==> config.mk <==
export PLATFORM = sky130hd
export DESIGN_NAME = trimmed_mean_threshold_detector_unit
export DESIGN_NICKNAME = d
export VERILOG_FILES = /design/src/design/tmtd_pkg.sv /design/src/design/trimmed_mean_threshold_detector_unit.sv
export VERILOG_INCLUDE_DIRS = /design/src /design/src/design
export SDC_FILE = /design/constraint.sdc
export NUM_CORES = 1
export LEC_CHECK = 0
export BUFFER_PORTS_ARGS = -buffer_cell sky130_fd_sc_hd__clkbuf_2
export CORE_AREA = 2 2 189 191
export DETAILED_ROUTE_END_ITERATION = 7
export DIE_AREA = 0 0 191 193
export PLACE_DENSITY = 0.63
export SLEW_MARGIN = 20
export SYNTH_ARGS = -nofsm -noshare
export SYNTH_HDL_FRONTEND = slang
export SYNTH_SLANG_ARGS = --single-unit
==> constraint.sdc <==
create_clock -name clk -period 9.7 [get_ports clk]
set_input_delay 1.94 -clock clk [delete_from_list [all_inputs] [get_ports clk]]
set_output_delay 1.94 -clock clk [all_outputs]
set_load 0.02 [all_outputs]
==> src/design/trimmed_mean_threshold_detector_unit_macros.svh <==
// Assertion macros for the trimmed-mean threshold detector.
// Used by design/trimmed_mean_threshold_detector_unit.sv; expects clk and arst_n in scope.
`ifndef TRIMMED_MEAN_THRESHOLD_DETECTOR_UNIT_MACROS_SVH
`define TRIMMED_MEAN_THRESHOLD_DETECTOR_UNIT_MACROS_SVH

`ifndef NO_ASSERTIONS

// checked only while out of reset
`define TMTD_ASSERT(lbl, prop, msg) \
	lbl: assert property (@(posedge clk) disable iff (!arst_n) prop) else $error(msg);

// checked at every edge, reset included
`define TMTD_ASSERT_ALWAYS(lbl, prop, msg) \
	lbl: assert property (@(posedge clk) prop) else $error(msg);

`else

`define TMTD_ASSERT(lbl, prop, msg)
`define TMTD_ASSERT_ALWAYS(lbl, prop, msg)

`endif

`endif

==> src/design/tmtd_pkg.sv <==
// Shared types and constants of the trimmed-mean threshold detector.
// No dependencies; used by trimmed_mean_threshold_detector_unit.
package tmtd_pkg;

	localparam int SAMPLE_W    = 12;
	localparam int MEAN_W      = 12;
	localparam int TICK_W      = 16;
	localparam int CFG_INDEX_W = 2;
	localparam int CFG_DATA_W  = 16;
	localparam int TRIM_SLOTS  = 4;

	// register indexes
	localparam logic [CFG_INDEX_W-1:0] REG_DETECT_THRESHOLD = 2'd0;
	localparam logic [CFG_INDEX_W-1:0] REG_REPORT_HOLDOFF   = 2'd1;
	localparam logic [CFG_INDEX_W-1:0] REG_MEASURE_ENABLE   = 2'd2;

	localparam logic [TICK_W-1:0] HOLDOFF_RESET = 16'd1000;
	localparam logic [TICK_W-1:0] TICK_MAX      = 16'hFFFF;
	localparam logic [MEAN_W-1:0] MEAN_MAX      = 12'hFFF;

	// item kinds
	localparam logic FUNC_SAMPLE = 1'b0;
	localparam logic FUNC_TICK   = 1'b1;

	// what travels down the pipeline behind the input register
	localparam logic [1:0] KIND_NONE  = 2'd0;
	localparam logic [1:0] KIND_TICK  = 2'd1;
	localparam logic [1:0] KIND_BLOCK = 2'd2;

	typedef struct packed {
		logic                func;
		logic [SAMPLE_W-1:0] sample_value;
	} req_t;

	typedef struct packed {
		logic [MEAN_W-1:0] trimmed_mean;
		logic              detected;
		logic              report;
	} rsp_t;

endpackage

==> src/design/trimmed_mean_threshold_detector_unit.sv <==
// Trimmed-mean threshold detector: top level.
// Depends on tmtd_pkg and trimmed_mean_threshold_detector_unit_macros.svh.

// Takes one item (sample or tick) per cycle on req while req_ready is high, and gives a
// result on rsp only when a sample closes a block of BLOCK_SIZE samples. Items move
// through a four-register pipeline (input register, block collection, trim subtraction,
// reciprocal multiply with threshold and holdoff check) into the rsp output register;
// the whole pipeline holds while that register waits to be taken, so throughput is one
// item per cycle whenever rsp_ready is high.
// Ticks are counted in the last stage, in order with the block results.
// Configuration writes are taken in any cycle (cfg_ready is always high).
`include "trimmed_mean_threshold_detector_unit_macros.svh"

module trimmed_mean_threshold_detector_unit #(
	parameter int BLOCK_SIZE  = 14,
	parameter int TRIM_LOW    = 2,
	parameter int TRIM_HIGH   = 2,
	parameter int SAMPLE_BITS = 12
) (
	input  logic                              clk,
	input  logic                              arst_n,
	input  logic                              req_valid,
	output logic                              req_ready,
	input  tmtd_pkg::req_t                    req_data,
	output logic                              rsp_valid,
	input  logic                              rsp_ready,
	output tmtd_pkg::rsp_t                    rsp_data,
	input  logic                              cfg_valid,
	output logic                              cfg_ready,
	input  logic [tmtd_pkg::CFG_INDEX_W-1:0]  cfg_index,
	input  logic [tmtd_pkg::CFG_DATA_W-1:0]   cfg_data
);

	localparam int VBITS  = (SAMPLE_BITS < tmtd_pkg::SAMPLE_W) ? SAMPLE_BITS : tmtd_pkg::SAMPLE_W;
	localparam int CNT_W  = $clog2(BLOCK_SIZE);
	localparam int SUM_W  = VBITS + $clog2(BLOCK_SIZE);
	localparam int DIV_N  = BLOCK_SIZE - TRIM_LOW - TRIM_HIGH;
	localparam int DIV    = (DIV_N > 0) ? DIV_N : 1;
	localparam int DIV_SH = SUM_W + $clog2(DIV);
	localparam int RECIP_W = DIV_SH + 1;
	localparam int PROD_W  = SUM_W + RECIP_W;
	localparam longint unsigned RECIP = ((64'd1 << DIV_SH) + 64'(DIV) - 64'd1) / 64'(DIV);
	localparam logic [RECIP_W-1:0] RECIP_K = RECIP_W'(RECIP);
	localparam logic [CNT_W-1:0]   LAST_CNT = CNT_W'(BLOCK_SIZE - 1);

	// configuration
	logic [tmtd_pkg::MEAN_W-1:0] threshold_q;
	logic [tmtd_pkg::TICK_W-1:0] holdoff_q;
	logic                        enable_q;

	// block collection state
	logic [CNT_W-1:0] count_q;
	logic [SUM_W-1:0] sum_q;
	logic [VBITS-1:0] lows_q  [tmtd_pkg::TRIM_SLOTS];
	logic [VBITS-1:0] highs_q [tmtd_pkg::TRIM_SLOTS];
	logic [tmtd_pkg::TICK_W-1:0] ticks_q;

	// pipeline
	logic           en;
	logic           valid_s1;
	tmtd_pkg::req_t req_s1;
	logic [1:0]       kind_s2;
	logic [SUM_W-1:0] sum_s2;
	logic [VBITS-1:0] lows_s2  [tmtd_pkg::TRIM_SLOTS];
	logic [VBITS-1:0] highs_s2 [tmtd_pkg::TRIM_SLOTS];
	logic [1:0]       kind_s3;
	logic [SUM_W-1:0] trim_s3;
	logic             rsp_valid_q;
	tmtd_pkg::rsp_t   rsp_data_q;

	// stage 1 logic
	logic             is_tick;
	logic             is_sample;
	logic             last;
	logic [VBITS-1:0] v;
	logic [SUM_W-1:0] sum_nxt;
	logic [VBITS-1:0] lows_nxt  [tmtd_pkg::TRIM_SLOTS];
	logic [VBITS-1:0] highs_nxt [tmtd_pkg::TRIM_SLOTS];

	// stage 2 / 3 logic
	logic [SUM_W-1:0]  total;
	logic [PROD_W-1:0] prod;
	logic [PROD_W-1:0] quot;
	logic [tmtd_pkg::MEAN_W-1:0] mean;
	logic              detected_w;
	logic              report_w;

	assign en        = !rsp_valid_q || rsp_ready;
	assign req_ready = en;
	assign cfg_ready = 1'b1;
	assign rsp_valid = rsp_valid_q;
	assign rsp_data  = rsp_data_q;

	always_ff @(posedge clk or negedge arst_n) begin
		if (!arst_n) begin
			threshold_q <= '0;
			holdoff_q   <= tmtd_pkg::HOLDOFF_RESET;
			enable_q    <= 1'b1;
		end else if (cfg_valid) begin
			case (cfg_index)
				tmtd_pkg::REG_DETECT_THRESHOLD: threshold_q <= cfg_data[tmtd_pkg::MEAN_W-1:0];
				tmtd_pkg::REG_REPORT_HOLDOFF:   holdoff_q   <= cfg_data[tmtd_pkg::TICK_W-1:0];
				tmtd_pkg::REG_MEASURE_ENABLE:   enable_q    <= cfg_data[0];
				default: ;
			endcase
		end
	end

	// input register
	always_ff @(posedge clk or negedge arst_n) begin
		if (!arst_n) begin
			valid_s1 <= 1'b0;
		end else if (en) begin
			valid_s1 <= req_valid;
		end
	end

	always_ff @(posedge clk) begin
		if (en && req_valid) begin
			req_s1 <= req_data;
		end
	end

	// stage 1: sorted insert into the low and high trim lists, running sum
	always_comb begin
		is_tick   = valid_s1 && (req_s1.func == tmtd_pkg::FUNC_TICK);
		is_sample = valid_s1 && (req_s1.func == tmtd_pkg::FUNC_SAMPLE) && enable_q;
		last      = is_sample && (count_q == LAST_CNT);
		v         = req_s1.sample_value[VBITS-1:0];
		sum_nxt   = sum_q + SUM_W'(v);
		for (int i = 0; i < tmtd_pkg::TRIM_SLOTS; i++) begin
			lows_nxt[i]  = lows_q[i];
			highs_nxt[i] = highs_q[i];
			// entries strictly beyond v shift one place out; v lands at the first of them
			if (i < TRIM_LOW && lows_q[i] > v) begin
				if (i > 0 && lows_q[(i > 0) ? i - 1 : 0] > v) begin
					lows_nxt[i] = lows_q[(i > 0) ? i - 1 : 0];
				end else begin
					lows_nxt[i] = v;
				end
			end
			if (i < TRIM_HIGH && highs_q[i] < v) begin
				if (i > 0 && highs_q[(i > 0) ? i - 1 : 0] < v) begin
					highs_nxt[i] = highs_q[(i > 0) ? i - 1 : 0];
				end else begin
					highs_nxt[i] = v;
				end
			end
		end
	end

	always_ff @(posedge clk or negedge arst_n) begin
		if (!arst_n) begin
			count_q <= '0;
			sum_q   <= '0;
			for (int i = 0; i < tmtd_pkg::TRIM_SLOTS; i++) begin
				lows_q[i]  <= {VBITS{1'b1}};
				highs_q[i] <= '0;
			end
			kind_s2 <= tmtd_pkg::KIND_NONE;
		end else if (en) begin
			if (last) begin
				count_q <= '0;
				sum_q   <= '0;
				for (int i = 0; i < tmtd_pkg::TRIM_SLOTS; i++) begin
					lows_q[i]  <= {VBITS{1'b1}};
					highs_q[i] <= '0;
				end
			end else if (is_sample) begin
				count_q <= count_q + 1'b1;
				sum_q   <= sum_nxt;
				lows_q  <= lows_nxt;
				highs_q <= highs_nxt;
			end
			if (is_tick) begin
				kind_s2 <= tmtd_pkg::KIND_TICK;
			end else if (last) begin
				kind_s2 <= tmtd_pkg::KIND_BLOCK;
			end else begin
				kind_s2 <= tmtd_pkg::KIND_NONE;
			end
		end
	end

	always_ff @(posedge clk) begin
		if (en && last) begin
			sum_s2   <= sum_nxt;
			lows_s2  <= lows_nxt;
			highs_s2 <= highs_nxt;
		end
	end

	// stage 2: take the trimmed samples off the sum, clamped at zero
	always_comb begin
		total = '0;
		for (int i = 0; i < tmtd_pkg::TRIM_SLOTS; i++) begin
			if (i < TRIM_LOW) begin
				total = total + SUM_W'(lows_s2[i]);
			end
			if (i < TRIM_HIGH) begin
				total = total + SUM_W'(highs_s2[i]);
			end
		end
	end

	always_ff @(posedge clk or negedge arst_n) begin
		if (!arst_n) begin
			kind_s3 <= tmtd_pkg::KIND_NONE;
		end else if (en) begin
			kind_s3 <= kind_s2;
		end
	end

	always_ff @(posedge clk) begin
		if (en && kind_s2 == tmtd_pkg::KIND_BLOCK) begin
			trim_s3 <= (sum_s2 >= total) ? sum_s2 - total : '0;
		end
	end

	// stage 3: divide by the untrimmed count with a reciprocal multiply
	always_comb begin
		prod = PROD_W'(trim_s3) * PROD_W'(RECIP_K);
		quot = prod >> DIV_SH;
		if (DIV_N <= 0) begin
			mean = '0;
		end else if (quot > PROD_W'(tmtd_pkg::MEAN_MAX)) begin
			mean = tmtd_pkg::MEAN_MAX;
		end else begin
			mean = quot[tmtd_pkg::MEAN_W-1:0];
		end
		detected_w = mean > threshold_q;
		report_w   = detected_w && (ticks_q >= holdoff_q);
	end

	always_ff @(posedge clk or negedge arst_n) begin
		if (!arst_n) begin
			ticks_q     <= '0;
			rsp_valid_q <= 1'b0;
		end else if (en) begin
			rsp_valid_q <= (kind_s3 == tmtd_pkg::KIND_BLOCK);
			if (kind_s3 == tmtd_pkg::KIND_TICK && ticks_q != tmtd_pkg::TICK_MAX) begin
				ticks_q <= ticks_q + 1'b1;
			end else if (kind_s3 == tmtd_pkg::KIND_BLOCK && report_w) begin
				ticks_q <= '0;
			end
		end
	end

	always_ff @(posedge clk) begin
		if (en && kind_s3 == tmtd_pkg::KIND_BLOCK) begin
			rsp_data_q.trimmed_mean <= mean;
			rsp_data_q.detected     <= detected_w;
			rsp_data_q.report       <= report_w;
		end
	end

	`TMTD_ASSERT_ALWAYS(a_no_rsp_in_reset, !arst_n |-> !rsp_valid, "result valid during reset")
	`TMTD_ASSERT(a_count_in_block, count_q <= LAST_CNT, "sample count ran past the block end")
	`TMTD_ASSERT(a_report_restarts_holdoff, (en && kind_s3 == tmtd_pkg::KIND_BLOCK && report_w) |=> (ticks_q == '0), "report did not restart the tick count")
	`TMTD_ASSERT(a_report_needs_detect, rsp_valid |-> (!rsp_data.report || (rsp_data.detected && rsp_data.trimmed_mean > threshold_q)), "report without detection")

endmodule
==> impl_metrics.sql <==
INSERT INTO impl_metrics (metric_group, metric, value, unit) VALUES
('clocking', 'tritoncts', 'yes', ''),
('logic_synthesis', 'syn_inst', '1606', ''),
('power_and_ir_drop', 'power.density', '223', 'nW/um^2'),
('finish', 'final_layout_size_suffix_gt1_share', '10.9', '%'),
('finish', 'area_growth', '9.09', '%'),
('worst_hold_path', 'min_from', 'sum_q[0]', ''),
('logic_synthesis', 'muxShareOfSynthArea', '3.57', '%'),
('detailed_routing', 'post-route-drc-count', '0', ''),
('worst_setup_path', 'timing_worst_setup_path_type', 'reg -> reg', ''),
('logic_synthesis', 'synth_flop_cell', 'edfxtp_1', ''),
('logic_synthesis', 'synth-edff-count', '107', ''),
('finish', 'fillCellCount', '3093', ''),
('finish', 'final_cell_area', '18700', 'um^2'),
('detailed_routing', 'avgRoutedWirePerCell', '17.0', 'um'),
('worst_setup_path', 'r2r-start', 'trim_s3[7]', ''),
('worst_setup_path', 'timing.critical_path.mode_cell', 'fa_1', ''),
('logic_synthesis', 'synth_warnings', '0', ''),
('placed_design', 'routabilityCongestion', '0.871', ''),
('sta', 'max_clock_freq', '0.125', 'GHz'),
('logic_synthesis', 'ys_types', '68', ''),
('die', 'top_level_ports', '53', ''),
('worst_setup_path', 'critical_path.startpoint_type', 'flop', ''),
('global_routing', 'maximum_number_of_pins_on_one_net_before_global_route_repair', '62', ''),
('die', 'fp-row-count', '69', ''),
('worst_setup_path', 'worst_path_max_delay_cell', 'fa_1', ''),
('clocking', 'cts-resized-gates', '0', ''),
('worst_setup_path', 'worstSetupEndpoint', 'ticks_q[4]', ''),
('die', 'floorplan.core_area', '35000', 'um^2'),
('logic_synthesis', 'post_synth_fa_ha_maj_area_fraction', '30.2', '%'),
('finish', 'antenna_cells', '0', ''),
('power_and_ir_drop', 'netSwitchingFraction', '37.0', '%'),
('die', 'vertical_die_dimension', '193', 'um'),
('sta', 'final.setup.tns', '0', 'ns'),
('logic_synthesis', 'synthesis.area_per_instance', '10.7', 'um^2'),
('clocking', 'cts_max_level', '1', ''),
('run_status', 'run_status', 'complete, no violations', ''),
('worst_setup_path', 'worstSetupStartpoint', 'trim_s3[7]', ''),
('global_routing', 'first_global_vias', '11700', ''),
('logic_synthesis', 'synth_top_family_by_area', 'adder cells', ''),
('worst_hold_path', 'hold_class', 'reg -> reg', ''),
('power_and_ir_drop', 'total_leakage_power', '8.86', 'nW'),
('worst_setup_path', 'worst_ep_arrival_time', '8.38', 'ns'),
('placed_design', 'dp.final_hpwl', '29.2', 'mm'),
('detailed_routing', 'number_of_optimization_iterations_in_the_first_detailed_route_pass', '5', ''),
('worst_setup_path', 'required_worst_endpoint', '10.11', 'ns'),
('clocking', 'post_cts_setup_repair_bufs', '0', ''),
('global_routing', 'overflow', '0', ''),
('die', 'floorplan.initialDensity', '49.1', '%'),
('power_and_ir_drop', 'clockPowerShare', '21.5', '%'),
('clocking', 'cts_buffer_depth', '3', ''),
('power_and_ir_drop', 'combinationalPowerShare', '43.6', '%'),
('global_routing', 'grt.total_usage', '20.6', '%'),
('detailed_routing', 'detail_route.wirelength', '36.3', 'mm'),
('logic_synthesis', 'synth_compound_gate_area_share', '11.6', '%'),
('power_and_ir_drop', 'p_seq_share', '34.9', '%'),
('sta', 'timing_max_transition_violations_final', '0', ''),
('worst_setup_path', 'cp-end-kind', 'flop', ''),
('power_and_ir_drop', 'net-switching-power', '1.55', 'mW'),
('sta', 'max_slew.worst_pin.slew', '1.11', 'ns'),
('worst_setup_path', 'worstReg2RegEnd', 'ticks_q[4]', ''),
('power_and_ir_drop', 'p_int', '2.64', 'mW'),
('sta', 'fin_worst_hold_slack', '0.479', 'ns'),
('detailed_routing', 'route.antenna.remaining_nets', '0', ''),
('detailed_routing', 'detail_route.iter0.violations', '474', ''),
('global_routing', 'grt_pass1_wl', '60.5', 'mm'),
('placed_design', 'postPlaceCellArea', '18000', 'um^2'),
('clocking', 'cts.hold.buffers_added', '0', ''),
('sta', 'unrepaired_setup_endpoints_after_global_routing', 'false', ''),
('clocking', 'clk_latency', '0.52', 'ns'),
('clocking', 'cts_root_buf', 'clkbuf_16', ''),
('clocking', 'tritoncts.num_buffers', '24', '');
==> logic make-up (layout without fill, tap and decap cells) <==
logic type | count (synthesis) | in the layout
AND/OR/NAND/NOR | 329 | 329
adder cells (fa/ha/maj) | 351 | 351
other | 1 | 1
AO/OA/AOI/OAI | 302 | 302
flip-flops | 226 | 226
buffers and inverters | 282 | 353
XOR/XNOR | 59 | 59
multiplexers | 56 | 56
==> metrics by stage <==
step / utilization, % / power [mW] / worst slack, ns / std cells
global route: 53.6 / 4.54 / 1.16 / 2138
CTS: 53.6 / 4.22 / 1.76 / 2138
global placement: 51.4 / 3.26 / 1.94 / 2094
floorplan: - / 2.86 / 2.33 / 1606
finish: 53.6 / 4.19 / 1.72 / 2138
detailed placement: 51.4 / 3.30 / 1.80 / 2094
==> registers in the layout, indices dropped and copies added (netlist names) <==
name         count
holdoff_q       16
sum_s2          16
ticks_q         16
lows_q          24
kind_s2          2
count_q          4
req_s1           1
highs_s2        24
rsp_data        14
lows_s2         24
sum_q           16
v               12
rsp_valid        1
trim_s3         16
valid_s1         1
highs_q         24
kind_s3          2
threshold_q     12
enable_q         1
==> routing by layer <==
layer  track usage, %  vias up  share of wire (%)
li1                 -     5637                  -
met1             27.7     5508                 47
met2             35.9      162                 49
met3             2.10       39                2.9
met4             4.74        0                2.0
met5                0        -                  0
==> layout make-up <==
class                      instances  area [um^2]  area share (%)
multi-input combinational       1098         9890            52.8
sequential                       226         6230            33.2
inverter                         248          931            4.97
clock buffer                      38          746            3.98
tap                              461          577            3.08
timing repair buffer              61          333            1.78
clock inverter                     6         30.0           0.160
==> layout by cell type (no fill, tap or decap), drive strengths merged, types with 5 or more instances in the layout <==
master	instances
mux2	42
o21a	18
o21ai	80
a211oi	9
nor3	23
a21oi	73
or2	5
a21o	35
mux2i	14
a22o	22
dfrtp	88
and2	7
xnor2	28
clkbuf	88
buf	11
xor2	31
and3	9
nor3b	5
nor2b	16
edfxtp	107
dfstp	31
inv	248
a2bb2oi	12
nand3	22
fa	105
nand2	99
ha	246
nor2	91
nand4	16
o22a	14
o211ai	5
or3	7
clkinv	5
o21bai	5
nand2b	19
==> power by group through the flow <==
stage,Combinational (mW),Clock (mW),Sequential [mW]
2_1_floorplan,1.43,0,1.43
3_5_place_dp,1.83,0,1.47
3_3_place_gp,1.80,0,1.47
6_report,1.83,0.900,1.46
4_1_cts,1.84,0.923,1.46
5_1_grt,2.09,0.959,1.49
==> worst max-delay path: cells and delay by family, from the launching register on <==
kind / cells / cell delay (ns)
adders and majority gates: 8 / 3.44
AOI/OAI and AO/OA: 10 / 1.85
and+or+nand+nor: 7 / 1.08
xor gates and xnor gates: 1 / 0.54
DFF: 1 / 0.48
buffers and inverters: 5 / 0.48
==> cell usage after synthesis (all sizes together), types with 3 or more instances <==
| cell type | number | area share, % |
|---|---|---|
| inv | 247 | 5.4 |
| ha | 246 | 18 |
| edfxtp | 107 | 19 |
| fa | 105 | 12 |
| nand2 | 99 | 2.2 |
| nor2 | 91 | 2.0 |
| dfrtp | 88 | 13 |
| o21ai | 80 | 2.3 |
| a21oi | 73 | 2.1 |
| mux2 | 42 | 2.8 |
| a21o | 35 | 1.5 |
| dfstp | 31 | 4.7 |
| xor2 | 31 | 1.6 |
| xnor2 | 28 | 1.4 |
| clkbuf | 27 | 0.59 |
| nor3 | 23 | 0.73 |
| a22o | 22 | 1.1 |
| nand3 | 22 | 0.64 |
| nand2b | 19 | 0.69 |
| o21a | 18 | 0.79 |
| nand4 | 16 | 0.58 |
| nor2b | 16 | 0.58 |
| mux2i | 14 | 0.82 |
| o22a | 14 | 0.71 |
| a2bb2oi | 12 | 0.61 |
| a211oi | 9 | 0.42 |
| and3 | 9 | 0.33 |
| and2 | 7 | 0.26 |
| buf | 7 | 0.27 |
| or3 | 7 | 0.25 |
| nor3b | 5 | 0.22 |
| o211ai | 5 | 0.22 |
| o21bai | 5 | 0.22 |
| or2 | 5 | 0.18 |
| a2111oi | 4 | 0.31 |
| a21boi | 3 | 0.13 |
| a31oi | 3 | 0.11 |
| nor4 | 3 | 0.11 |
| or4 | 3 | 0.13 |
==> worst min path at each step <==
| stage | endpoint | slack (ns) | cells after the start |
|---|---|---|---|
| 2_1_floorplan | sum_q[0] | 0.45 | 2 |
| 3_3_place_gp | sum_q[0] | 0.46 | 2 |
| 3_5_place_dp | sum_q[0] | 0.47 | 2 |
| 4_1_cts | sum_q[0] | 0.48 | 2 |
| 5_1_grt | sum_q[2] | 0.51 | 2 |
| 6_report | sum_q[0] | 0.48 | 2 |
Note: power is estimated with default switching activity, not from simulation.
